## src/sv/occlusion_count_reducer_macros.svh

```systemverilog
// Assertion helpers for the top-level file of this block.
`ifndef OCCLUSION_COUNT_REDUCER_MACROS_SVH
`define OCCLUSION_COUNT_REDUCER_MACROS_SVH

// Same-cycle implication, sampled on the rising edge, muted during reset.
`define OCC_ASSERT_SAME(label, clk, rst_n, ante, cons, msg) \
  label: assert property (@(posedge clk) disable iff (!rst_n) (ante) |-> (cons)) \
    else $error(msg);

// Next-cycle implication, sampled on the rising edge, muted during reset.
`define OCC_ASSERT_NEXT(label, clk, rst_n, ante, cons, msg) \
  label: assert property (@(posedge clk) disable iff (!rst_n) (ante) |=> (cons)) \
    else $error(msg);

`endif

```

## src/sv/occ_pkg.sv

```systemverilog
package occ_pkg;

  localparam int unsigned WORD_W         = 64;
  localparam int unsigned NARROW_W       = 32;
  localparam int unsigned COUNT_BITS_DEF = 63;
  localparam int unsigned CFG_IDX_W      = 3;

  // Register indexes of the configuration port.
  typedef enum logic [CFG_IDX_W-1:0] {
    CFG_WIDE_RESULTS        = 3'd0,
    CFG_REPORT_AVAILABILITY = 3'd1,
    CFG_ALLOW_PARTIAL       = 3'd2,
    CFG_ACCUMULATE_MODE     = 3'd3,
    CFG_BINARY_MODE         = 3'd4
  } cfg_idx_e;

  typedef struct packed {
    logic wide_results;
    logic report_availability;
    logic allow_partial;
    logic accumulate_mode;
    logic binary_mode;
  } cfg_t;

  // One counter pair after the input register.
  typedef struct packed {
    logic [WORD_W-1:0] term;
    logic              pair_ok;
    logic              last_counter;
    logic              last_slot;
    logic [WORD_W-1:0] prior_result;
    logic              prior_available;
  } pair_t;

  typedef struct packed {
    logic [WORD_W-1:0] result_value;
    logic              result_written;
    logic              available;
    logic              available_written;
    logic              slot_ready;
    logic              batch_ready;
  } result_t;

endpackage

```

## src/sv/occlusion_count_reducer.sv

```systemverilog
// Occlusion count reducer: folds runs of begin/end pass-counter pairs into
// one query-slot result each.
// Input channel: one beat per counter pair, taken when in_valid_i is high and
// in_stall_o is low. A beat with last_counter_i high closes the slot and
// produces exactly one result beat; other beats produce none.
// Output channel: a result beat is taken when out_valid_o is high and
// out_stall_i is low; the payload holds steady while stalled.
// Configuration: cfg_valid_i with cfg_ready_o (always high) writes bit 0 of
// cfg_data_i to the register picked by cfg_index_i; unknown indexes are
// ignored. Write only while no slot is in flight.
// A closing beat passes through the input register and then the result
// register. Throughput: one pair per cycle, except that a closing pair waits
// while a stalled result holds the result register.
// While a result waits under stall, pairs that do not close a slot still flow
// in; a closing pair waits in the input register until the result is taken.
// Reset clears both valid flags, the running sum and all configuration, and
// sets the slot-valid and batch-ready flags.
`include "occlusion_count_reducer_macros.svh"

module occlusion_count_reducer #(
  parameter int unsigned COUNT_BITS = occ_pkg::COUNT_BITS_DEF
) (
  input  logic                          clk_i,
  input  logic                          rst_ni,
  input  logic                          in_valid_i,
  output logic                          in_stall_o,
  input  logic [occ_pkg::WORD_W-1:0]    begin_word_i,
  input  logic [occ_pkg::WORD_W-1:0]    end_word_i,
  input  logic                          last_counter_i,
  input  logic                          last_slot_i,
  input  logic [occ_pkg::WORD_W-1:0]    prior_result_i,
  input  logic                          prior_available_i,
  output logic                          out_valid_o,
  input  logic                          out_stall_i,
  output logic [occ_pkg::WORD_W-1:0]    result_value_o,
  output logic                          result_written_o,
  output logic                          available_o,
  output logic                          available_written_o,
  output logic                          slot_ready_o,
  output logic                          batch_ready_o,
  input  logic                          cfg_valid_i,
  output logic                          cfg_ready_o,
  input  logic [occ_pkg::CFG_IDX_W-1:0] cfg_index_i,
  input  logic                          cfg_data_i
);

  occ_pkg::cfg_t    cfg_q, cfg_d;
  occ_pkg::pair_t   pair;
  occ_pkg::result_t result_next, result_out;
  logic             pair_valid, space, advance, load;

  // Configuration registers take every beat; the block only samples them while items
  // are in flight, and the user must keep writes away then; the block does not enforce this.
  assign cfg_ready_o = 1'b1;

  always_comb begin
    cfg_d = cfg_q;
    if (cfg_valid_i) begin
      unique case (cfg_index_i)
        occ_pkg::CFG_WIDE_RESULTS:        cfg_d.wide_results        = cfg_data_i;
        occ_pkg::CFG_REPORT_AVAILABILITY: cfg_d.report_availability = cfg_data_i;
        occ_pkg::CFG_ALLOW_PARTIAL:       cfg_d.allow_partial       = cfg_data_i;
        occ_pkg::CFG_ACCUMULATE_MODE:     cfg_d.accumulate_mode     = cfg_data_i;
        occ_pkg::CFG_BINARY_MODE:         cfg_d.binary_mode         = cfg_data_i;
        default: begin
        end
      endcase
    end
  end

  always_ff @(posedge clk_i or negedge rst_ni) begin
    if (!rst_ni) begin
      cfg_q <= '0;
    end else begin
      cfg_q <= cfg_d;
    end
  end

  // A pair moves on when it closes no slot, or when the result register
  // is free or being emptied in this cycle.
  assign advance = pair_valid & (~pair.last_counter | space);
  assign load    = advance & pair.last_counter;

  occ_pair_stage #(
    .COUNT_BITS(COUNT_BITS)
  ) u_pair_stage (
    .clk_i            (clk_i),
    .rst_ni           (rst_ni),
    .in_valid_i       (in_valid_i),
    .in_stall_o       (in_stall_o),
    .begin_word_i     (begin_word_i),
    .end_word_i       (end_word_i),
    .last_counter_i   (last_counter_i),
    .last_slot_i      (last_slot_i),
    .prior_result_i   (prior_result_i),
    .prior_available_i(prior_available_i),
    .advance_i        (advance),
    .pair_valid_o     (pair_valid),
    .pair_o           (pair)
  );

  occ_slot_reduce u_slot_reduce (
    .clk_i   (clk_i),
    .rst_ni  (rst_ni),
    .cfg_i   (cfg_q),
    .pair_i  (pair),
    .fire_i  (advance),
    .result_o(result_next)
  );

  occ_out_reg u_out_reg (
    .clk_i      (clk_i),
    .rst_ni     (rst_ni),
    .load_i     (load),
    .result_i   (result_next),
    .space_o    (space),
    .out_valid_o(out_valid_o),
    .out_stall_i(out_stall_i),
    .result_o   (result_out)
  );

  assign result_value_o      = result_out.result_value;
  assign result_written_o    = result_out.result_written;
  assign available_o         = result_out.available;
  assign available_written_o = result_out.available_written;
  assign slot_ready_o        = result_out.slot_ready;
  assign batch_ready_o       = result_out.batch_ready;

  // A slot whose result is withheld must report a zero value.
  `OCC_ASSERT_SAME(a_unwritten_is_zero, clk_i, rst_ni, out_valid_o && !result_written_o, result_value_o == '0, "unwritten result carries a value")
  // Availability is only reported for a ready slot with reporting enabled.
  `OCC_ASSERT_SAME(a_avail_consistent, clk_i, rst_ni, out_valid_o && available_o, available_written_o && slot_ready_o, "availability without a ready slot")
  // The batch cannot be ready while the current slot is not.
  `OCC_ASSERT_SAME(a_batch_implies_slot, clk_i, rst_ni, out_valid_o && batch_ready_o, slot_ready_o, "batch ready with slot not ready")
  // A closing pair that leaves the input register lands in the result register.
  `OCC_ASSERT_NEXT(a_load_shows, clk_i, rst_ni, load, out_valid_o, "loaded result not presented")

endmodule

```

## src/sv/occ_pair_stage.sv

```systemverilog
module occ_pair_stage #(
  parameter int unsigned COUNT_BITS = occ_pkg::COUNT_BITS_DEF
) (
  input  logic                      clk_i,
  input  logic                      rst_ni,
  input  logic                      in_valid_i,
  output logic                      in_stall_o,
  input  logic [occ_pkg::WORD_W-1:0] begin_word_i,
  input  logic [occ_pkg::WORD_W-1:0] end_word_i,
  input  logic                      last_counter_i,
  input  logic                      last_slot_i,
  input  logic [occ_pkg::WORD_W-1:0] prior_result_i,
  input  logic                      prior_available_i,
  input  logic                      advance_i,
  output logic                      pair_valid_o,
  output occ_pkg::pair_t            pair_o
);

  localparam int unsigned PadW = occ_pkg::WORD_W - COUNT_BITS;

  logic                       valid_q, valid_d;
  occ_pkg::pair_t             pair_q, pair_d;
  logic                       accept;
  logic [occ_pkg::WORD_W-1:0] begin_count, end_count;
  logic                       ok;

  assign in_stall_o   = valid_q & ~advance_i;
  assign accept       = in_valid_i & ~in_stall_o;
  assign pair_valid_o = valid_q;
  assign pair_o       = pair_q;

  // The difference is formed ahead of the register so the next stage
  // only has the accumulation left to do.
  assign begin_count = {{PadW{1'b0}}, begin_word_i[COUNT_BITS-1:0]};
  assign end_count   = {{PadW{1'b0}}, end_word_i[COUNT_BITS-1:0]};
  assign ok          = begin_word_i[occ_pkg::WORD_W-1] & end_word_i[occ_pkg::WORD_W-1];

  always_comb begin
    pair_d                 = pair_q;
    valid_d                = valid_q;
    if (accept) begin
      pair_d.term            = ok ? (end_count - begin_count) : '0;
      pair_d.pair_ok         = ok;
      pair_d.last_counter    = last_counter_i;
      pair_d.last_slot       = last_slot_i;
      pair_d.prior_result    = prior_result_i;
      pair_d.prior_available = prior_available_i;
      valid_d                = 1'b1;
    end else if (advance_i) begin
      valid_d                = 1'b0;
    end
  end

  always_ff @(posedge clk_i or negedge rst_ni) begin
    if (!rst_ni) begin
      valid_q <= 1'b0;
    end else begin
      valid_q <= valid_d;
    end
  end

  always_ff @(posedge clk_i) begin
    pair_q <= pair_d;
  end

endmodule

```

## src/sv/occ_slot_reduce.sv

```systemverilog
module occ_slot_reduce (
  input  logic            clk_i,
  input  logic            rst_ni,
  input  occ_pkg::cfg_t   cfg_i,
  input  occ_pkg::pair_t  pair_i,
  input  logic            fire_i,
  output occ_pkg::result_t result_o
);

  localparam int unsigned W  = occ_pkg::WORD_W;
  localparam int unsigned NW = occ_pkg::NARROW_W;

  logic [W-1:0] running_sum_q, running_sum_d;
  logic         slot_all_valid_q, slot_all_valid_d;
  logic         batch_all_ready_q, batch_all_ready_d;

  logic [W-1:0] sum_next, prior_fit, acc_add, total, fitted;
  logic         slot_valid, written, ready, avail_w;

  assign sum_next   = running_sum_q + pair_i.term;
  assign slot_valid = slot_all_valid_q & pair_i.pair_ok;

  assign prior_fit = cfg_i.wide_results ? pair_i.prior_result
                                        : {{(W-NW){1'b0}}, pair_i.prior_result[NW-1:0]};
  assign acc_add   = cfg_i.accumulate_mode ? prior_fit : '0;

  // Wrapping at 32 bits commutes with the add, so the running sum is truncated only at the end.
  assign total  = sum_next + acc_add;
  assign fitted = cfg_i.wide_results ? total : {{(W-NW){1'b0}}, total[NW-1:0]};

  assign written = slot_valid | cfg_i.allow_partial;
  assign avail_w = cfg_i.report_availability;
  assign ready   = slot_valid &
                   (~(avail_w & cfg_i.accumulate_mode) | pair_i.prior_available);

  always_comb begin
    result_o                   = '0;
    if (written) begin
      result_o.result_value    = cfg_i.binary_mode ? {{(W-1){1'b0}}, (fitted != '0)}
                                                   : fitted;
    end
    result_o.result_written    = written;
    result_o.available         = avail_w & ready;
    result_o.available_written = avail_w;
    result_o.slot_ready        = ready;
    result_o.batch_ready       = batch_all_ready_q & ready;
  end

  always_comb begin
    running_sum_d     = running_sum_q;
    slot_all_valid_d  = slot_all_valid_q;
    batch_all_ready_d = batch_all_ready_q;
    if (fire_i) begin
      if (pair_i.last_counter) begin
        running_sum_d     = '0;
        slot_all_valid_d  = 1'b1;
        batch_all_ready_d = pair_i.last_slot | (batch_all_ready_q & ready);
      end else begin
        running_sum_d     = sum_next;
        slot_all_valid_d  = slot_valid;
      end
    end
  end

  always_ff @(posedge clk_i or negedge rst_ni) begin
    if (!rst_ni) begin
      running_sum_q     <= '0;
      slot_all_valid_q  <= 1'b1;
      batch_all_ready_q <= 1'b1;
    end else begin
      running_sum_q     <= running_sum_d;
      slot_all_valid_q  <= slot_all_valid_d;
      batch_all_ready_q <= batch_all_ready_d;
    end
  end

endmodule

```

## src/sv/occ_out_reg.sv

```systemverilog
module occ_out_reg (
  input  logic             clk_i,
  input  logic             rst_ni,
  input  logic             load_i,
  input  occ_pkg::result_t result_i,
  output logic             space_o,
  output logic             out_valid_o,
  input  logic             out_stall_i,
  output occ_pkg::result_t result_o
);

  logic             valid_q, valid_d;
  occ_pkg::result_t data_q, data_d;
  logic             take;

  assign take        = valid_q & ~out_stall_i;
  assign space_o     = ~valid_q | take;
  assign out_valid_o = valid_q;
  assign result_o    = data_q;

  always_comb begin
    valid_d = valid_q;
    data_d  = data_q;
    if (load_i) begin
      valid_d = 1'b1;
      data_d  = result_i;
    end else if (take) begin
      valid_d = 1'b0;
    end
  end

  always_ff @(posedge clk_i or negedge rst_ni) begin
    if (!rst_ni) begin
      valid_q <= 1'b0;
    end else begin
      valid_q <= valid_d;
    end
  end

  always_ff @(posedge clk_i) begin
    data_q <= data_d;
  end

endmodule
```

## config.mk

```make
export PLATFORM = sky130hd
export DESIGN_NAME = occlusion_count_reducer
export DESIGN_NICKNAME = d
export VERILOG_FILES = /design/src/sv/occ_pkg.sv /design/src/sv/occlusion_count_reducer.sv /design/src/sv/occ_pair_stage.sv /design/src/sv/occ_slot_reduce.sv /design/src/sv/occ_out_reg.sv
export VERILOG_INCLUDE_DIRS = /design/src /design/src/sv
export SDC_FILE = /design/constraint.sdc
export NUM_CORES = 1
export LEC_CHECK = 0
export BUFFER_PORTS_ARGS = -buffer_cell sky130_fd_sc_hd__buf_2
export CORE_MARGIN = 4
export CORE_UTILIZATION = 60
export DETAILED_ROUTE_END_ITERATION = 8
export PLACE_DENSITY = 0.82
export SLEW_MARGIN = 10
export SYNTH_ARGS = -nofsm -noshare
export SYNTH_HDL_FRONTEND = slang
export SYNTH_SLANG_ARGS = --single-unit
```

## constraint.sdc

```tcl
create_clock -name clk_i -period 6.64 [get_ports clk_i]
set_input_delay 0.664 -clock clk_i [delete_from_list [all_inputs] [get_ports clk_i]]
set_output_delay 0.664 -clock clk_i [all_outputs]
set_load 0.01 [all_outputs]
```

==> run metrics, run 1 <==
fin worst setup slack 0.3298 ns; antenna violations before repair 0; GRT Overall Usage 0.2879; Distinct cells, synth 82; layout cell share with drive strength beyond 1 0.1552; maxcap violations 0; initial core utilization 0.6129; Inst Count DP 2994; Mapped Nets 2740; Post-synth EDFFs 201; Setup violations, final 0; Critical Path RT 6.94 ns; Antenna Violating Nets Remaining 0; CTS sink cnt 274; Tcrit/Tclk final 0.9503; min-delay src prior_result_i[63]; Reg area 7865 um2; register area share after synthesis 0.3688; clock-pin slew on the worst setup and hold paths 0.06 ns; fin. max-slew vios 0; Setup WS pre-CTS 0.04169 ns; Net Sw Power 0.004370 W; vias in the first global route 17560; post-synth top area share 0.2830; Syn. warnings 0; Filler cells 2767; Critical Path End Type flop; Iter 0 DRT Violations 1500; area of the multi-input gates 12860 um2; crit path from u_pair_stage.pair_o[74]$_SDFFCE_PN0P_; Non-Filler Instances 3046; Skew-Pair Late Insertion Delay 0.56 ns; Die ar. 38620 um2; f_max 158.5 MHz; top_reg_cell synth edfxtp_1; grt ovf 0; Crit path max-delay family compound AO/OA/AOI/OAI gates; Worst Path Buf+Inv 1; worst hold slack 0.2768 ns; share of power burned in registers 0.243; IO buf count 274; worst stage delay on the critical path 0.48 ns; status finished clean; fin crit period 6.310 ns; crit path cell chain ha_1 -> a211oi_1 -> o21bai_1 -> a21o_1 -> a311o_1 -> buf_4 -> a21o_1 -> a21boi_0 -> o21bai_1 -> a21oi_1 -> o21ai_0 -> xor2_1 -> ha_1 -> nand4_1 -> or2_2 -> o32ai_2 -> nor3b_2 -> a31o_2 -> o31ai_2 -> xor2_1 -> nor4b_2 -> and4b_1 -> a41o_1 -> a31oi_1; largest net degree at the start of global routing 78; Pwr Density 393.3 nW/um2; Synth area leader edfxtp_1; CP Class flop to flop; TritonCTS clock tree done; ant diodes 0; clk buf depth 3; Synth Area per Inst 9.098 um2; WL/cell 19.18 um; post-layout util 0.6951; leakage 10.93 nW; commonest cells in the netlist a21oi_1, nor2_1, edfxtp_1, ha_1, nand2_1; nets@finish 2966; Hold Vio Cnt, Final 0; main area contributors after synthesis edfxtp_1, ha_1, dfrtp_1, a21oi_1, xnor2_1; P_int 0.005144 W; CTS buffer count 27; CP startpoint kind flop; # IOs 276; first-pass GRT wire length 91740 um; H-tree levels 1; measured slew at the worst slew-check pin 1.065 ns; Layout area overhead 13.42%; most common cell in the netlist a21oi_1; Mapped Area 21330 um2; Reg-to-Reg Start u_pair_stage.pair_o[74]$_SDFFCE_PN0P_; CTS root buf clkbuf_16; vias 18890; drt first pass iters 5; Die W 196.5 um; Worst slew margin 0.2884; Cells after Synth 2344; Placed Area 23030 um2; Post-DP HPWL 46250 um; Post-route DRC 0; combinational power share 0.585; cell area after layout 24190 um2; Max Clock Skew 0.01408 ns; worst hold path type input pin to flop; Placer Congestion 0.9691; DR vias/cell 6.203; Site Rows 68; FFs w/ async S/R, synth 0.2664; Die Ht 196.5 um; VDD IR-drop max 0.2881 mV; hold_buf cts 0; sw frac 0.4593; crit path DAT 6.61 ns; core area 34800 um2; CP max-delay cell ha_1; CP max FO 7; Clk pwr share 0.172; post-synthesis register bit count 274; wire length after detailed routing 58420 um
through the flow:
stage	power (W)	TNS [ns]
floorplan	0.006161	0
global placement	0.007560	0
detailed placement	0.007599	0
CTS	0.009279	0
global route	0.01010	-0.02047
finish	0.009515	0
worst paths after layout:
kind / slack [ns] / end / depth (start not counted)
max: 0.33 / u_out_reg.result_o[5]$_SDFFCE_PP0P_ / 24
min: 0.28 / u_pair_stage.pair_o[64]$_DFFE_PP_ / 1
max reg2reg: 0.33 / u_out_reg.result_o[5]$_SDFFCE_PP0P_ / 24
min reg2reg: 0.48 / u_slot_reduce.running_sum_q[0]$_DFFE_PN0P_ / 2
max in group asynchronous: 5.62 / u_slot_reduce.running_sum_q[46]$_DFFE_PN0P_ / 2
min in group asynchronous: 0.34 / u_slot_reduce.running_sum_q[6]$_DFFE_PN0P_ / 2
registers in the layout (all words and copies together) (netlist names):
name,flops
u_pair_stage.pair_o,132
u_pair_stage.pair_valid_o,1
cfg_q,5
u_out_reg.result_o,69
u_slot_reduce.running_sum_q,64
u_slot_reduce.batch_all_ready_q,1
u_out_reg.out_valid_o,1
u_slot_reduce.slot_all_valid_q,1
power groups by stage:
stage / registers, W / clock network (W) / logic, W
floorplan: 0.00232 / 0 / 0.00384
global placement: 0.00233 / 0 / 0.00523
detailed placement: 0.00234 / 0 / 0.00526
CTS: 0.00231 / 0.00166 / 0.00531
global route: 0.00234 / 0.00173 / 0.00603
finish: 0.00231 / 0.00163 / 0.00557
kinds of logic after synthesis:
family                   after synthesis  synth area share
adder cells (fa/ha/maj)              192            0.1137
flip-flops                           274            0.3688
XOR/XNOR                             164           0.06735
buffers and inverters                206           0.03714
multiplexers                          10          0.004987
AO/OA/AOI/OAI                        744            0.2341
other                                  1         0.0001758
AND/OR/NAND/NOR                      753            0.1737
area by class of cell:
cell class	count	share of cell area
well taps	455	0.02353
inverters	109	0.01691
flip-flops and latches	274	0.3251
repair buffers	294	0.06290
multi-input cells	1864	0.5318
clock buffers	35	0.03176
clock inverters	15	0.007914
what timing repair did:
| action | CTS | global route |
|---|---|---|
| buffers inserted | 0 | 2 |
| resized for setup | 2 | 29 |
| endpoints found under the setup margin | 1 | 3 |
| pin swaps | 0 | 5 |
cells in the final DEF, fill, tap and decap left out, drive strengths merged, types with 37 or more instances in the layout:
cell type	netlist	layout
nor2	220	220
nand3	49	49
nand2	168	168
o21ai	120	120
a22o	60	60
ha	189	189
inv	109	112
dfrtp	71	71
xor2	69	69
buf	14	294
edfxtp	201	201
nor3	43	43
a21o	92	92
o21a	37	37
nand4	43	43
and2	59	59
xnor2	95	95
a21oi	222	222
and3	53	53
routing by layer:
| metal | vias to the layer above | GRT usage | part of all wire | wire (um) |
|---|---|---|---|---|
| met5 | - | 0 | 0 | 0 |
| met4 | 0 | 0.09723 | 0.034 | 1989 |
| met3 | 98 | 0.03043 | 0.070 | 4088 |
| met2 | 834 | 0.4499 | 0.44 | 25820 |
| met1 | 8810 | 0.4224 | 0.45 | 26520 |
| li1 | 9152 | - | - | - |
Note: power is estimated with default switching activity, not from simulation.
==> inputs of run 2 (changes only) <==
Settings changed: CORE_UTILIZATION 60 to 50, PLACE_DENSITY 0.82 to 0.71.
Clock period 6.64 ns to 6.3 ns, I/O delays scaled along.
==> run metrics, run 2 (synthesis results as in run 1) <==
status finished clean; # IOs 276; DR vias/cell 5.883; Tcrit/Tclk final 0.9650; Die Ht 214.5 um; CTS sink cnt 274; layout cell share with drive strength beyond 1 0.1817; antenna violations before repair 1; internal reg-to-reg setup slack 0.22 ns; combinational power share 0.590; leakage 11.27 nW; Net Sw Power 0.004645 W; vias 18770; commonest non-fill, non-tap cells in the layout buf_2, nor2_1, a21oi_1; Worst slew margin 0.3235; Layout area overhead 16.93%; CTS buffer count 28; Critical Path RT 6.60 ns; H-tree levels 1; CTS root buf clkbuf_16; wire length after detailed routing 60650 um; share of power burned in registers 0.234; worst hold path type input pin to flop; core area 42040 um2; vias in the first global route 18100; IO buf count 274; clk buf depth 3; TritonCTS clock tree done; most common cell after layout, fill and taps aside buf_2; Placer Congestion 0.9577; RSZ-0062 raised after global routing yes; Setup WS pre-CTS -0.1591 ns; total power 0.01039 W; WL/cell 19.01 um; hold_buf cts 0; Filler cells 3768; Setup violations, final 0; CP max FO 6; Max Clock Skew 0.01714 ns; CP Class flop to flop; P_int 0.005748 W; VDD IR-drop max 0.2344 mV; Reg-to-Reg Start u_pair_stage.pair_o[69]$_SDFFCE_PN0P_; ant diodes 0; initial core utilization 0.5073; min-delay src prior_result_i[58]; Antenna Violating Nets Remaining 0; GRT Overall Usage 0.2524; worst hold slack 0.2397 ns; Die W 214.5 um; Site Rows 75; crit path DAT 6.38 ns; crit path from u_pair_stage.pair_o[69]$_SDFFCE_PN0P_; maxcap violations 0; clock-pin slew on the worst setup and hold paths 0.06 ns; drt first pass iters 5; fin. max-slew vios 0; Iter 0 DRT Violations 1490; Hold Vio Cnt, Final 0; Pwr Density 416.8 nW/um2; f_max 164.5 MHz; grt ovf 0; Clk pwr share 0.176; first-pass GRT wire length 96050 um; Post-DP HPWL 48570 um; CP startpoint kind flop; fin crit period 6.079 ns; Critical Path End Type flop; measured slew at the worst slew-check pin 1.015 ns; Skew-Pair Late Insertion Delay 0.56 ns; nets@finish 3026; Die ar. 46020 um2; number of flip-flops in the largest register 132; sw frac 0.4469; fin worst setup slack 0.2205 ns; Post-route DRC 0; largest net degree at the start of global routing 74
## run 2: worst max-delay path: stages (launching register included)
cell and delay, ns:
edfxtp_1 0.39, ha_1 0.32, a211oi_1 0.22, nor2_1 0.12
o31a_1 0.30, a311o_1 0.34, a21oi_2 0.19, o21ai_1 0.10
a21oi_2 0.19, o21ai_2 0.12, a311oi_2 0.26, buf_4 0.16
a211oi_1 0.07, xor2_1 0.15, buf_4 0.16, ha_2 0.38
nand4_1 0.25, nand2_1 0.14, mux2i_1 0.09, a21oi_1 0.24
o2111ai_1 0.22, a2111oi_2 0.25, nand4_1 0.26, a2111oi_2 0.26
o2111a_1 0.24, nand4_1 0.12, a211oi_2 0.21, a31oi_1 0.10
## run 2: metal layers
layer,up-vias,GRT usage,wire (um)
li1,9259,-,-
met1,8814,0.3680,28620
met2,588,0.3964,26760
met3,112,0.02126,3002
met4,0,0.08991,2268
met5,-,0,0
## run 2: final timing paths
| kind | end | cells after the start |
|---|---|---|
| hold / removal | u_pair_stage.pair_o[59]$_DFFE_PP_ | 1 |
| max in group asynchronous | cfg_q[4]$_DFFE_PN0P_ | 2 |
| min in group asynchronous | u_slot_reduce.running_sum_q[8]$_DFFE_PN0P_ | 2 |
| setup reg to reg | u_out_reg.result_o[5]$_SDFFCE_PP0P_ | 27 |
| setup / recovery | u_out_reg.result_o[5]$_SDFFCE_PP0P_ | 27 |
| hold reg to reg | u_slot_reduce.batch_all_ready_q$_DFFE_PN1P_ | 2 |
## run 2: power by group through the flow
stage	clock (W)	sequential (W)	combinational (W)
floorplan	0	0.00244	0.00405
global route	0.00194	0.00246	0.00670
global placement	0	0.00246	0.00580
finish	0.00183	0.00244	0.00613
detailed placement	0	0.00246	0.00583
CTS	0.00187	0.00243	0.00589
## run 2: layout make-up
type / instances / area [um2] / share of cell area
clock buffer: 39 / 835.8 / 0.03352
clock inverter: 13 / 205.2 / 0.008229
inverter: 109 / 409.1 / 0.01641
multi-input combinational: 1864 / 12980 / 0.5205
sequential: 274 / 7865 / 0.3154
tap: 539 / 674.4 / 0.02704
timing repair buffer: 353 / 1968 / 0.07893
## run 2: through the flow
stage | TNS, ns | area [um2] | cells | utilization
CTS | 0 | 24640 | 3188 | 0.5861
floorplan | 0 | 21330 | 2344 | -
finish | 0 | 24940 | 3191 | 0.5932
detailed placement | -0.1591 | 23580 | 3136 | 0.5608
global route | -0.1730 | 24940 | 3191 | 0.5932
global placement | 0 | 23580 | 3136 | 0.5608
## run 2: what timing repair did
item / CTS / global route
buffers inserted: 0 / 3
setup endpoints to repair: 2 / 6
cloned: 0 / 0
pin swaps: 0 / 11
resized for setup: 5 / 56
